**src/rtl/ismm_pkg.sv**
```systemverilog
// Shared types and constants for the indexed store min/max/mean unit.
`default_nettype none
package ismm_pkg;

  localparam int DEPTH     = 64;
  localparam int AW        = $clog2(DEPTH);
  localparam int CNT_W     = AW + 1;
  localparam int DATA_W    = 32;
  localparam int SUM_W     = DATA_W + AW;
  localparam int REM_W     = CNT_W - 1;
  localparam int DIV_CYC   = (SUM_W + 1) / 2;
  localparam int DIVCNT_W  = $clog2(DIV_CYC);

  localparam logic       OP_READ           = 1'b0;
  localparam logic       OP_WRITE          = 1'b1;
  localparam logic       REG_STORE_LEN     = 1'b0;
  localparam logic       REG_DEFAULT_VALUE = 1'b1;

  typedef struct packed {
    logic                     opcode;
    logic signed [7:0]        index;
    logic signed [DATA_W-1:0] value;
  } ismm_in_t;

  typedef struct packed {
    logic signed [DATA_W-1:0] read_value;
    logic                     in_bounds;
    logic signed [DATA_W-1:0] minimum;
    logic signed [DATA_W-1:0] maximum;
    logic signed [DATA_W-1:0] mean;
  } ismm_out_t;

  typedef enum logic [2:0] {
    ST_IDLE,
    ST_ACCESS,
    ST_SCAN,
    ST_LAST,
    ST_DIVGO,
    ST_DIV,
    ST_DONE
  } ismm_state_t;

endpackage
`default_nettype wire

```
**src/rtl/ismm_div.sv**
```systemverilog
// Iterative signed divider, two quotient bits per cycle, truncates toward zero.
`default_nettype none
module ismm_div
  import ismm_pkg::*;
(
  input  wire logic                     clk,
  input  wire logic                     rst_n,
  input  wire logic                     go,
  input  wire logic signed [SUM_W-1:0]  dividend,
  input  wire logic        [CNT_W-1:0]  divisor,
  output logic                          done,
  output logic signed [DATA_W-1:0]      quotient
);

  logic                active_r;
  logic                done_r;
  logic [DIVCNT_W-1:0] cnt_r;
  logic [SUM_W-1:0]    num_r;
  logic [REM_W-1:0]    rem_r;
  logic                neg_r;
  logic [SUM_W-1:0]    num_nxt;
  logic [REM_W-1:0]    rem_nxt;

  // two restoring steps per cycle; remainder stays below the divisor
  always_comb begin
    logic [REM_W:0]   t;
    logic [SUM_W-1:0] n;
    logic [REM_W-1:0] r;
    n = num_r;
    r = rem_r;
    for (int k = 0; k < 2; k++) begin
      t = {r, n[SUM_W-1]};
      n = {n[SUM_W-2:0], 1'b0};
      if (t >= divisor) begin
        t    = t - divisor;
        n[0] = 1'b1;
      end
      r = t[REM_W-1:0];
    end
    num_nxt = n;
    rem_nxt = r;
  end

  always_ff @(posedge clk) begin
    if (!rst_n) begin
      active_r <= 1'b0;
      done_r   <= 1'b0;
      cnt_r    <= '0;
    end else begin
      done_r <= 1'b0;
      if (go) begin
        active_r <= 1'b1;
        cnt_r    <= DIVCNT_W'(DIV_CYC - 1);
      end else if (active_r) begin
        cnt_r <= cnt_r - 1'b1;
        if (cnt_r == '0) begin
          active_r <= 1'b0;
          done_r   <= 1'b1;
        end
      end
    end
  end

  always_ff @(posedge clk) begin
    if (go) begin
      neg_r <= dividend[SUM_W-1];
      num_r <= dividend[SUM_W-1] ? SUM_W'(-dividend) : SUM_W'(dividend);
      rem_r <= '0;
    end else if (active_r) begin
      num_r <= num_nxt;
      rem_r <= rem_nxt;
    end
  end

  assign done     = done_r;
  assign quotient = neg_r ? -$signed(num_r[DATA_W-1:0]) : $signed(num_r[DATA_W-1:0]);

endmodule
`default_nettype wire

```
**src/rtl/indexed_store_min_max_mean_unit.sv**
```systemverilog
// Top level: indexed store with bounds-checked access and min/max/mean statistics.
//
// Usage:
//   Input: drive in_item and raise start; the transaction is taken at a clock
//   edge where start is high and busy is low. busy stays high until the
//   result has been presented.
//   Output: out_strobe is high for one cycle with out_result. The receiver
//   cannot hold off a result.
//   Config: cfg_index 0 writes the store length (low 7 bits), 1 writes
//   default_value. cfg_ready is always high; write only while busy is low.
// Timing:
//   After the accepting edge the unit does the access, scans count entries
//   (count = store length capped at 64; the scan state is visited even for
//   count 0), then divides and raises the result strobe. busy drops after the
//   strobe cycle, so a new transaction cannot be accepted before then.
//   The pace is set by the single memory read port, which scans one entry
//   per cycle, and by the divider, which retires two quotient bits per cycle.
// Reset:
//   rst_n (synchronous) clears every entry's valid bit, so the whole store
//   reads as zero at once; the store length returns to 64, default_value to 0.
`default_nettype none
module indexed_store_min_max_mean_unit
  import ismm_pkg::*;
(
  input  wire logic              clk,
  input  wire logic              rst_n,
  input  wire logic              start,
  output logic                   busy,
  input  wire ismm_in_t          in_item,
  output logic                   out_strobe,
  output ismm_out_t              out_result,
  input  wire logic              cfg_valid,
  output logic                   cfg_ready,
  input  wire logic              cfg_index,
  input  wire logic [DATA_W-1:0] cfg_data
);

  ismm_state_t state_r, state_nxt;

  logic [CNT_W-1:0]         store_len_r;
  logic signed [DATA_W-1:0] default_value_r;

  // transaction latch
  logic                     op_r;
  logic [AW-1:0]            idx_r;
  logic signed [DATA_W-1:0] val_r;
  logic                     ok_r;
  logic [CNT_W-1:0]         count_r;
  logic [CNT_W-1:0]         count_w;
  logic                     accept;

  // store
  logic [DATA_W-1:0]        mem [DEPTH];
  logic [DEPTH-1:0]         valid_r;
  logic [DATA_W-1:0]        rdata_r;
  logic                     rvld_r;
  logic [AW-1:0]            mem_addr;
  logic                     mem_we;
  logic signed [DATA_W-1:0] entry;

  // scan
  logic [AW-1:0]            scan_idx_r, scan_idx_nxt;
  logic                     acc_vld_r, acc_vld_nxt;
  logic                     acc_first_r;
  logic                     cap_rd_r;
  logic signed [DATA_W-1:0] rd_r;
  logic signed [DATA_W-1:0] mn_r;
  logic signed [DATA_W-1:0] mx_r;
  logic signed [SUM_W-1:0]  sum_r;
  logic signed [DATA_W-1:0] mean_r;
  logic                     scan_end;

  logic                     div_go;
  logic                     div_done;
  logic signed [DATA_W-1:0] div_q;

  assign accept    = start && (state_r == ST_IDLE);
  assign busy      = (state_r != ST_IDLE);
  assign cfg_ready = 1'b1;
  assign count_w   = (store_len_r > CNT_W'(DEPTH)) ? CNT_W'(DEPTH) : store_len_r;
  assign entry     = rvld_r ? $signed(rdata_r) : '0;
  assign scan_end  = (count_r == '0) || ({1'b0, scan_idx_r} == count_r - 1'b1);

  // configuration
  always_ff @(posedge clk) begin
    if (!rst_n) begin
      store_len_r     <= CNT_W'(DEPTH);
      default_value_r <= '0;
    end else if (cfg_valid && cfg_ready) begin
      unique case (cfg_index)
        REG_STORE_LEN:     store_len_r     <= cfg_data[CNT_W-1:0];
        REG_DEFAULT_VALUE: default_value_r <= $signed(cfg_data);
        default: ;
      endcase
    end
  end

  // sequencer
  always_comb begin
    state_nxt    = state_r;
    scan_idx_nxt = scan_idx_r;
    acc_vld_nxt  = 1'b0;
    mem_addr     = scan_idx_r;
    mem_we       = 1'b0;
    div_go       = 1'b0;
    unique case (state_r)
      ST_IDLE: begin
        if (start) state_nxt = ST_ACCESS;
      end
      ST_ACCESS: begin
        mem_addr     = idx_r;
        mem_we       = (op_r == OP_WRITE) && ok_r;
        scan_idx_nxt = '0;
        state_nxt    = ST_SCAN;
      end
      ST_SCAN: begin
        acc_vld_nxt  = (count_r != '0);
        scan_idx_nxt = scan_idx_r + 1'b1;
        if (scan_end) state_nxt = ST_LAST;
      end
      ST_LAST: begin
        state_nxt = ST_DIVGO;
      end
      ST_DIVGO: begin
        div_go    = 1'b1;
        state_nxt = ST_DIV;
      end
      ST_DIV: begin
        if (div_done) state_nxt = ST_DONE;
      end
      ST_DONE: begin
        state_nxt = ST_IDLE;
      end
      default: state_nxt = ST_IDLE;
    endcase
  end

  always_ff @(posedge clk) begin
    if (!rst_n) begin
      state_r     <= ST_IDLE;
      scan_idx_r  <= '0;
      acc_vld_r   <= 1'b0;
      acc_first_r <= 1'b0;
      cap_rd_r    <= 1'b0;
    end else begin
      state_r    <= state_nxt;
      scan_idx_r <= scan_idx_nxt;
      acc_vld_r  <= acc_vld_nxt;
      cap_rd_r   <= (state_r == ST_ACCESS);
      if (state_r == ST_ACCESS) begin
        acc_first_r <= 1'b1;
      end else if (acc_vld_r) begin
        acc_first_r <= 1'b0;
      end
    end
  end

  // latch the transaction
  always_ff @(posedge clk) begin
    if (accept) begin
      op_r    <= in_item.opcode;
      idx_r   <= in_item.index[AW-1:0];
      val_r   <= in_item.value;
      count_r <= count_w;
      ok_r    <= !in_item.index[7] && ({1'b0, in_item.index[6:0]} < 8'(count_w));
    end
  end

  // entry store; valid bits make unwritten entries read as zero after reset
  always_ff @(posedge clk) begin
    if (mem_we) mem[mem_addr] <= val_r;
    rdata_r <= mem[mem_addr];
  end

  always_ff @(posedge clk) begin
    if (!rst_n) begin
      valid_r <= '0;
      rvld_r  <= 1'b0;
    end else begin
      rvld_r <= valid_r[mem_addr];
      if (mem_we) valid_r[mem_addr] <= 1'b1;
    end
  end

  // read data of the item arrives in the first scan cycle
  always_ff @(posedge clk) begin
    if (cap_rd_r) begin
      if (op_r == OP_WRITE) begin
        rd_r <= '0;
      end else begin
        rd_r <= ok_r ? entry : default_value_r;
      end
    end
  end

  // running min, max and sum
  always_ff @(posedge clk) begin
    if (acc_vld_r) begin
      if (acc_first_r) begin
        mn_r  <= entry;
        mx_r  <= entry;
        sum_r <= SUM_W'(entry);
      end else begin
        if (entry < mn_r) mn_r <= entry;
        if (entry > mx_r) mx_r <= entry;
        sum_r <= sum_r + SUM_W'(entry);
      end
    end
  end

  ismm_div u_div (
    .clk      (clk),
    .rst_n    (rst_n),
    .go       (div_go),
    .dividend (sum_r),
    .divisor  (count_r),
    .done     (div_done),
    .quotient (div_q)
  );

  always_ff @(posedge clk) begin
    if (div_done) mean_r <= div_q;
  end

  assign out_strobe            = (state_r == ST_DONE);
  assign out_result.read_value = rd_r;
  assign out_result.in_bounds  = ok_r;
  assign out_result.minimum    = (count_r == '0) ? default_value_r : mn_r;
  assign out_result.maximum    = (count_r == '0) ? default_value_r : mx_r;
  assign out_result.mean       = (count_r == '0) ? default_value_r : mean_r;

endmodule
`default_nettype wire
```
**config.mk**
```make
export PLATFORM = sky130hd
export DESIGN_NAME = indexed_store_min_max_mean_unit
export DESIGN_NICKNAME = d
export VERILOG_FILES = /design/src/rtl/ismm_pkg.sv /design/src/rtl/ismm_div.sv /design/src/rtl/indexed_store_min_max_mean_unit.sv
export SDC_FILE = /design/constraint.sdc
export NUM_CORES = 2
export LEC_CHECK = 0
export ABC_AREA = 1
export BUFFER_PORTS_ARGS = -buffer_cell sky130_fd_sc_hd__buf_2
export CAP_MARGIN = 0
export CORE_UTILIZATION = 50
export DETAILED_ROUTE_END_ITERATION = 12
export PLACE_DENSITY = 0.64
export SETUP_SLACK_MARGIN = 0.4
export SLEW_MARGIN = 20
export SYNTH_ARGS = -nofsm -noshare
export SYNTH_HDL_FRONTEND = slang
export SYNTH_SLANG_ARGS = --single-unit
```
**constraint.sdc**
```tcl
create_clock -name clk -period 7.7 [get_ports clk]
set_input_delay 1.155 -clock clk [delete_from_list [all_inputs] [get_ports clk]]
set_output_delay 1.155 -clock clk [all_outputs]
set_load 0.02 [all_outputs]
```
## Yosys cells after proc, flatten, opt, wreduce, memory -nomap -nowiden

Memories as Yosys holds them, arrays and structs flattened. A register that Yosys moved wholly into a read port is not among the register bits.
Index checks and enable logic that the tools add are counted.
Widths: inputs -> output; s select.

- Mux-type cells: 41
- $lt $le $gt $ge: 8
- Bitwise operators: 4
- Reduce and logical (&&, ||, !) cells: 24
- Shifts and indexed selects: 0
- Divide/modulo/power cells: 0
- Equality and inequality tests: 10
- Add/sub/neg operators: 8
- Multipliers: 0

Operator list:

| kind | count |
|---|---|
| $mux 32 | 10 |
| $mux 38 | 4 |
| $or 64x64->64 | 1 |
| $add 38x32->38 | 1 |
| $neg 38->38 | 1 |
| $gt 32x32->1 | 1 |
| $lt 32x32->1 | 1 |
| $neg 32->32 | 1 |
| $mux 6 | 3 |
| $pmux 3 s6 | 1 |
| $ge 7x7->1 | 2 |
| $mux 1 | 14 |
| $pmux 6 s2 | 1 |
| $sub 6x6->6 | 2 |
| $mux 5 | 2 |
| $reduce_and 2->1 | 5 |
| $reduce_bool 2->1 | 5 |
| $eq 3x3->1 const B | 3 |
| $mux 3 | 3 |
| $eq 6x7->1 | 1 |
| $gt 7x7->1 const B | 1 |
| $logic_not 7->1 | 1 |
| $lt 6x7->1 const B | 1 |
| $lt 7x7->1 | 1 |
| other kinds (22) | 29 |

- ROM bits: 0
- Output and inout port bits: 132
- Bits in writable memories: 2048
- Memories: 1
- Bits in registers: 381
- Logic and storage cells: 122
- Input bits: 78
- Latch bits: 0

Memories:

| name | words | width | read ports | clocked after memory_dff | write ports | line | RTL |
|---|---|---|---|---|---|---|---|
| mem | 64 | 32 | 1 | 1 | 1 | indexed_store_min_max_mean_unit.sv:53 | `logic [DATA_W-1:0] mem [DEPTH];` |

## Depth between registers and ports, before layout

- Depth in word-level cells: 7
- Mapped depth: 20
- Mapped depth without buffers: 18

## By module

A second synthesis with hierarchy kept.

- Cell total of the unflattened synthesis: 10446
- Area total of the unflattened synthesis: 106629.8 um2

Modules (own cells, without submodules):

| module | cells each | times used | seq. area each (um2) | area an instance (um2) |
|---|---|---|---|---|
| indexed_store_min_max_mean_unit | 9717 | 1 | 70858.0 | 101807.6 |
| ismm_div | 729 | 1 | 1431.4 | 4822.1 |

## Worst setup path before layout

No wires, ideal clock.

- Path kind: reg2reg
- Start: reg rvld_r
- End: reg mx_r[0] (enable)
- Required time: 7.268 ns
- Path buffers: 3
- Cell stages (with the launch flop): 18
- Library setup time: 0.432 ns
- Period minus slack after synthesis: 4.219 ns
- Path slack: 3.481 ns
- Arrival time: 3.787 ns
- Path through: dfxtp_1 > buf_2 > buf_1 > buf_1 > nand2_1 > inv_1 > ha_1 > nand2_1 > inv_1 > o21ai_0 > nand2_1 > a21oi_1 > nand2_1 > nand2_1 > nand2_1 > nand2_1 > nand3_1 > a21oi_1

- Cells in the longest elaborated chain, start to end: 4

RTL lines:

| element | line | RTL |
|---|---|---|
| start: declaration | indexed_store_min_max_mean_unit.sv:56 | `logic rvld_r;` |
| start signal: assignment | indexed_store_min_max_mean_unit.sv:180 | `rvld_r <= valid_r[mem_addr];` |
| $mux 32 | indexed_store_min_max_mean_unit.sv:81 | `assign entry = rvld_r ? $signed(rdata_r) : '0;` |
| net entry[9] | indexed_store_min_max_mean_unit.sv:59 | `logic signed [DATA_W-1:0] entry;` |
| $gt 32x32->1 | indexed_store_min_max_mean_unit.sv:205 | `if (entry > mx_r) mx_r <= entry;` |
| $reduce_bool 2->1 (no source line) | -- |  |
| $reduce_and 2->1 (no source line) | -- |  |
| end signal: assignment | indexed_store_min_max_mean_unit.sv:201 | `mx_r <= entry;` |
| end signal: assignment | indexed_store_min_max_mean_unit.sv:205 |  |
| end: declaration | indexed_store_min_max_mean_unit.sv:68 | `logic signed [DATA_W-1:0] mx_r;` |

The timed path passes the listed nets, and every way through them passes these cells.
A chain may end at the register's enable or synchronous reset.

==> impl_results.rst <==
.. list-table::
   :header-rows: 1

   * - Metric
     - Value
   * - Status
     - complete, no violations
   * - First-pass GRT wire length
     - 503000 um
   * - Cells after DPL
     - 13000
   * - Cell area after technology mapping
     - around 110000 um^2
   * - Port Buffers
     - between 200 and 250
   * - Maximum achievable frequency
     - 0.191 GHz
   * - Tightest slew margin relative to the limit
     - between 20% and 30%
   * - GRT Resource Usage Total
     - roughly a third
   * - Maximum buffer depth of the clock tree
     - 4
   * - Routed wire length on met3
     - between 30000 and 40000 um
   * - Top cell type by total area after synthesis
     - sky130_fd_sc_hd__edfxtp_1
   * - Count of hold-fix buffers inserted at cts
     - 0
   * - Final worst path period share
     - roughly two thirds
   * - Post-detailed-placement half-perimeter wirelength
     - ~210000 um
   * - CP dominant cell by count
     - sky130_fd_sc_hd__nand2_1
   * - Post-CTS sizing
     - 0
   * - Hold endpoint
     - val_r[27]
   * - Setup tns final
     - 0 ns
   * - Power, Total
     - roughly 45000 uW
   * - Class of the tightest hold or removal check
     - in -> reg
   * - Post-route DRC violation count
     - 0
   * - Routed length per placed instance
     - around 26 um
   * - Starting density of the core
     - about half
   * - Worst-case vdd ir drop
     - about 460 uV
   * - Endpoint arrival time on the critical path
     - ~4.1 ns
   * - Floorplan die height
     - between 400 and 500 um
   * - Post-synthesis register bit count
     - approximately 2500
   * - Area Overhead vs Synth
     - 12.4%
   * - Pin slew with the least headroom to its limit
     - between 1 and 1.5 ns
   * - Crit-path slowest cell
     - sky130_fd_sc_hd__buf_4
   * - Total of warnings raised by yosys
     - 0
   * - Number of buffers added for setup after CTS
     - 0
   * - Routed vias/inst
     - 5.68
   * - Final hold violations
     - 0
   * - Cell types occupying the most area after synthesis
     - sky130_fd_sc_hd__edfxtp_1 (65%), sky130_fd_sc_hd__nand2_1 (17%), sky130_fd_sc_hd__a21oi_1 (3.2%)
   * - RSZ-0062 raised after global routing
     - no
   * - Htree depth
     - 5
   * - I/O pins
     - 210
   * - Number of nets with antenna violations after routing
     - 0
   * - Die Wd
     - between 400 and 500 um
   * - Uppermost layer routed
     - met5
   * - Count of distinct cell types in the synthesized netlist
     - between 40 and 50
   * - Critical Path Start Type
     - register
   * - Static Leak
     - between 0.04 and 0.05 uW
   * - Nets
     - 10700
   * - Most frequent standard cell in the layout excluding fill and tap cells
     - sky130_fd_sc_hd__nand2_1
   * - Cells along the critical path
     - inv_1, ha_1, nand2_1, nor2_1, nand3_1, nor2_4, buf_4, nand2_1, o21ai_0, buf_2
   * - Source of the worst hold timing path
     - in_item[27]
   * - Total routed wirelength
     - 352000 um
   * - Initial drt markers
     - ~10000
   * - Worst-case register-to-register setup slack
     - 2.78 ns
   * - Filler Cell Count
     - 17500
   * - Share of synthesized area occupied by flip-flops and latches
     - approximately 68%
   * - Synthesized instance count
     - between 10000 and 15000
   * - Overall overflow remaining after global route
     - 0
   * - Worst stage delay on the critical path
     - around 0.62 ns
   * - Leading cell types in the layout, fill and taps excluded
     - sky130_fd_sc_hd__nand2_1 (4833), sky130_fd_sc_hd__edfxtp_1 (2300), sky130_fd_sc_hd__a21oi_1 (675), sky130_fd_sc_hd__nor2_1 (463), sky130_fd_sc_hd__o21ai_0 (383)
   * - Worst setup path class
     - reg -> out
   * - Net Count, Synth
     - 10500
   * - Maximum number of pins on one net before global-route repair
     - roughly 190
   * - Launch point of the worst reg-to-reg path
     - state_r[0]
   * - Hold Crit Depth
     - 1
   * - Clock buffers created by TritonCTS
     - ~280
   * - Root buf cell
     - sky130_fd_sc_hd__clkbuf_16
   * - Met2 layer wire length in the routed design
     - between 150000 and 200000 um
   * - Crit-path max FO
     - 75
   * - First-pass iteration count of the detailed router
     - 6
   * - Cell Count, Final, Fillers Out
     - ~14000
   * - Sort of element at the end of the critical path
     - output port
   * - Mean area per synthesized cell
     - ~10 um^2
   * - Path depth of the worst reg2reg path
     - 14
   * - Routed metal-1 wirelength
     - 138000 um
   * - Number of violations of the max-capacitance limit
     - 0
   * - Worst setup skew after layout
     - 0.0648 ns
   * - Die area
     - roughly 210000 um^2
   * - Proportion of layout cells with a drive suffix above 1
     - about 8.6%
   * - CP Data Required Time
     - approximately 6.6 ns
   * - Clock insertion delay at the later pin of the skew report
     - 0.93 ns
   * - Pins over their slew limit
     - 0
   * - Final critical-path required period
     - about 5.2 ns
   * - Total vias in the final route
     - ~77000
   * - Sinks on the clock net
     - 2461
   * - Clock slew seen by the registers of the worst setup and hold paths
     - 0.06 ns
   * - Number of antenna violations at the first check in global routing
     - 32
   * - CTS tree
     - done
   * - Final setup violation count
     - 0
   * - Share of the synthesized area in the top cell type
     - 65.2%
   * - Reg-to-reg critical path endpoint
     - rdata_r[1]
   * - Site row count
     - about 170
   * - Gp weighted congestion
     - ~0.94
   * - Via count of the first global-routing pass
     - 71700
   * - Standard cell core area
     - 210000 um^2
   * - Cell Pwr Density
     - 374 nW/um^2
## worst max-delay path by stage
stage / from / end / slack, ns / cells past startpoint
2_1_floorplan: rvld_r / mx_r[0] / 3.48 / 17
3_3_place_gp: state_r[0] / rdata_r[1] / 3.01 / 14
3_5_place_dp: state_r[0] / rdata_r[1] / 2.93 / 14
4_1_cts: count_r[1] / out_result[87] / 2.54 / 10
5_1_grt: count_r[1] / out_result[29] / 2.26 / 10
6_report: count_r[1] / out_result[87] / 2.48 / 10
## flip-flops by register name, indices dropped and copies added (netlist names), 38 cells and up
| signal | cells |
|---|---|
| u_div.num_r | 38 |
| sum_r | 38 |
| mem | 2048 |
| valid_r | 64 |
## synthesized netlist by cell type (all sizes together)
cell type  instances
nand2           4843
edfxtp          2300
a21oi            676
nor2             532
o21ai            517
buf              326
inv              292
clkbuf           169
dfxtp            161
nand3            127
ha               114
xor2              57
nor3              36
nand4             31
xnor2             29
nand3b            14
or2               14
o21a              11
nor4               9
o31ai              7
a31oi              6
o211ai             5
o21bai             4
a211oi             2
a21o               2
clkinv             2
fa                 2
o211a              2
a21boi             1
a221oi             1
conb               1
o2111ai            1
o311ai             1
o41ai              1
## worst max-delay path, delay by kind of cell (launching register included)
kind	cells	cell delay (ns)
buf+inv	3	1.12
simple gates	5	0.98
flops	1	0.42
compound gates	1	0.32
fa+ha+maj	1	0.24
## stage by stage
step                      util (%)  area [um^2]  setup WS (ns)  hold WS [ns]
after global placement        52.5       110000           3.01         0.449
after floorplan                  -       106000           3.48         0.430
after CTS                     56.7       119000           2.54         0.385
after global routing          56.7       119000           2.26         0.414
final                         56.7       119000           2.48         0.436
after detailed placement      52.6       110000           2.93         0.455
## layer usage
| layer | up-vias | global-route usage, % |
|---|---|---|
| li1 | 34800 | - |
| met1 | 37000 | 44.7 |
| met2 | 4130 | 50.3 |
| met3 | 749 | 6.28 |
| met4 | 12 | 16.8 |
| met5 | - | 0 |
## where the power goes
group | total [uW] | internal, uW | switching (uW) | leakage [uW]
registers | 16200 | 15800 | 364 | 0.0220
logic | 15600 | 3600 | 12000 | 0.0207
clock network | 12800 | 7500 | 5300 | 0.00428
total | 44600 | 26900 | 17600 | 0.0470
## cell families (layout without fill, tap and decap cells)
| logic type | count (synthesis) | count (layout) | share of synthesized area, % |
|---|---|---|---|
| AOI/OAI and AO/OA | 1237 | 1237 | 5.95 |
| xor gates and xnor gates | 86 | 86 | 0.711 |
| adders and majority gates | 116 | 116 | 1.38 |
| buffers and inverters | 789 | 1184 | 3.31 |
| DFF | 2461 | 2461 | 68.3 |
| other | 1 | 16 | 0.00354 |
| and+or+nand+nor | 5606 | 5606 | 20.4 |
## layout make-up
class / instances / area [um^2] / area share [%]
diodes: 15 / 37.5 / 0.0315
clock buffers: 364 / 7690 / 6.46
clock inverters: 123 / 976 / 0.820
inverters: 294 / 1120 / 0.941
multi-input cells: 7046 / 30700 / 25.8
flip-flops and latches: 2461 / 72300 / 60.7
well taps: 2805 / 3510 / 2.95
repair buffers: 403 / 2730 / 2.29
(Power assumes the default switching activity.)
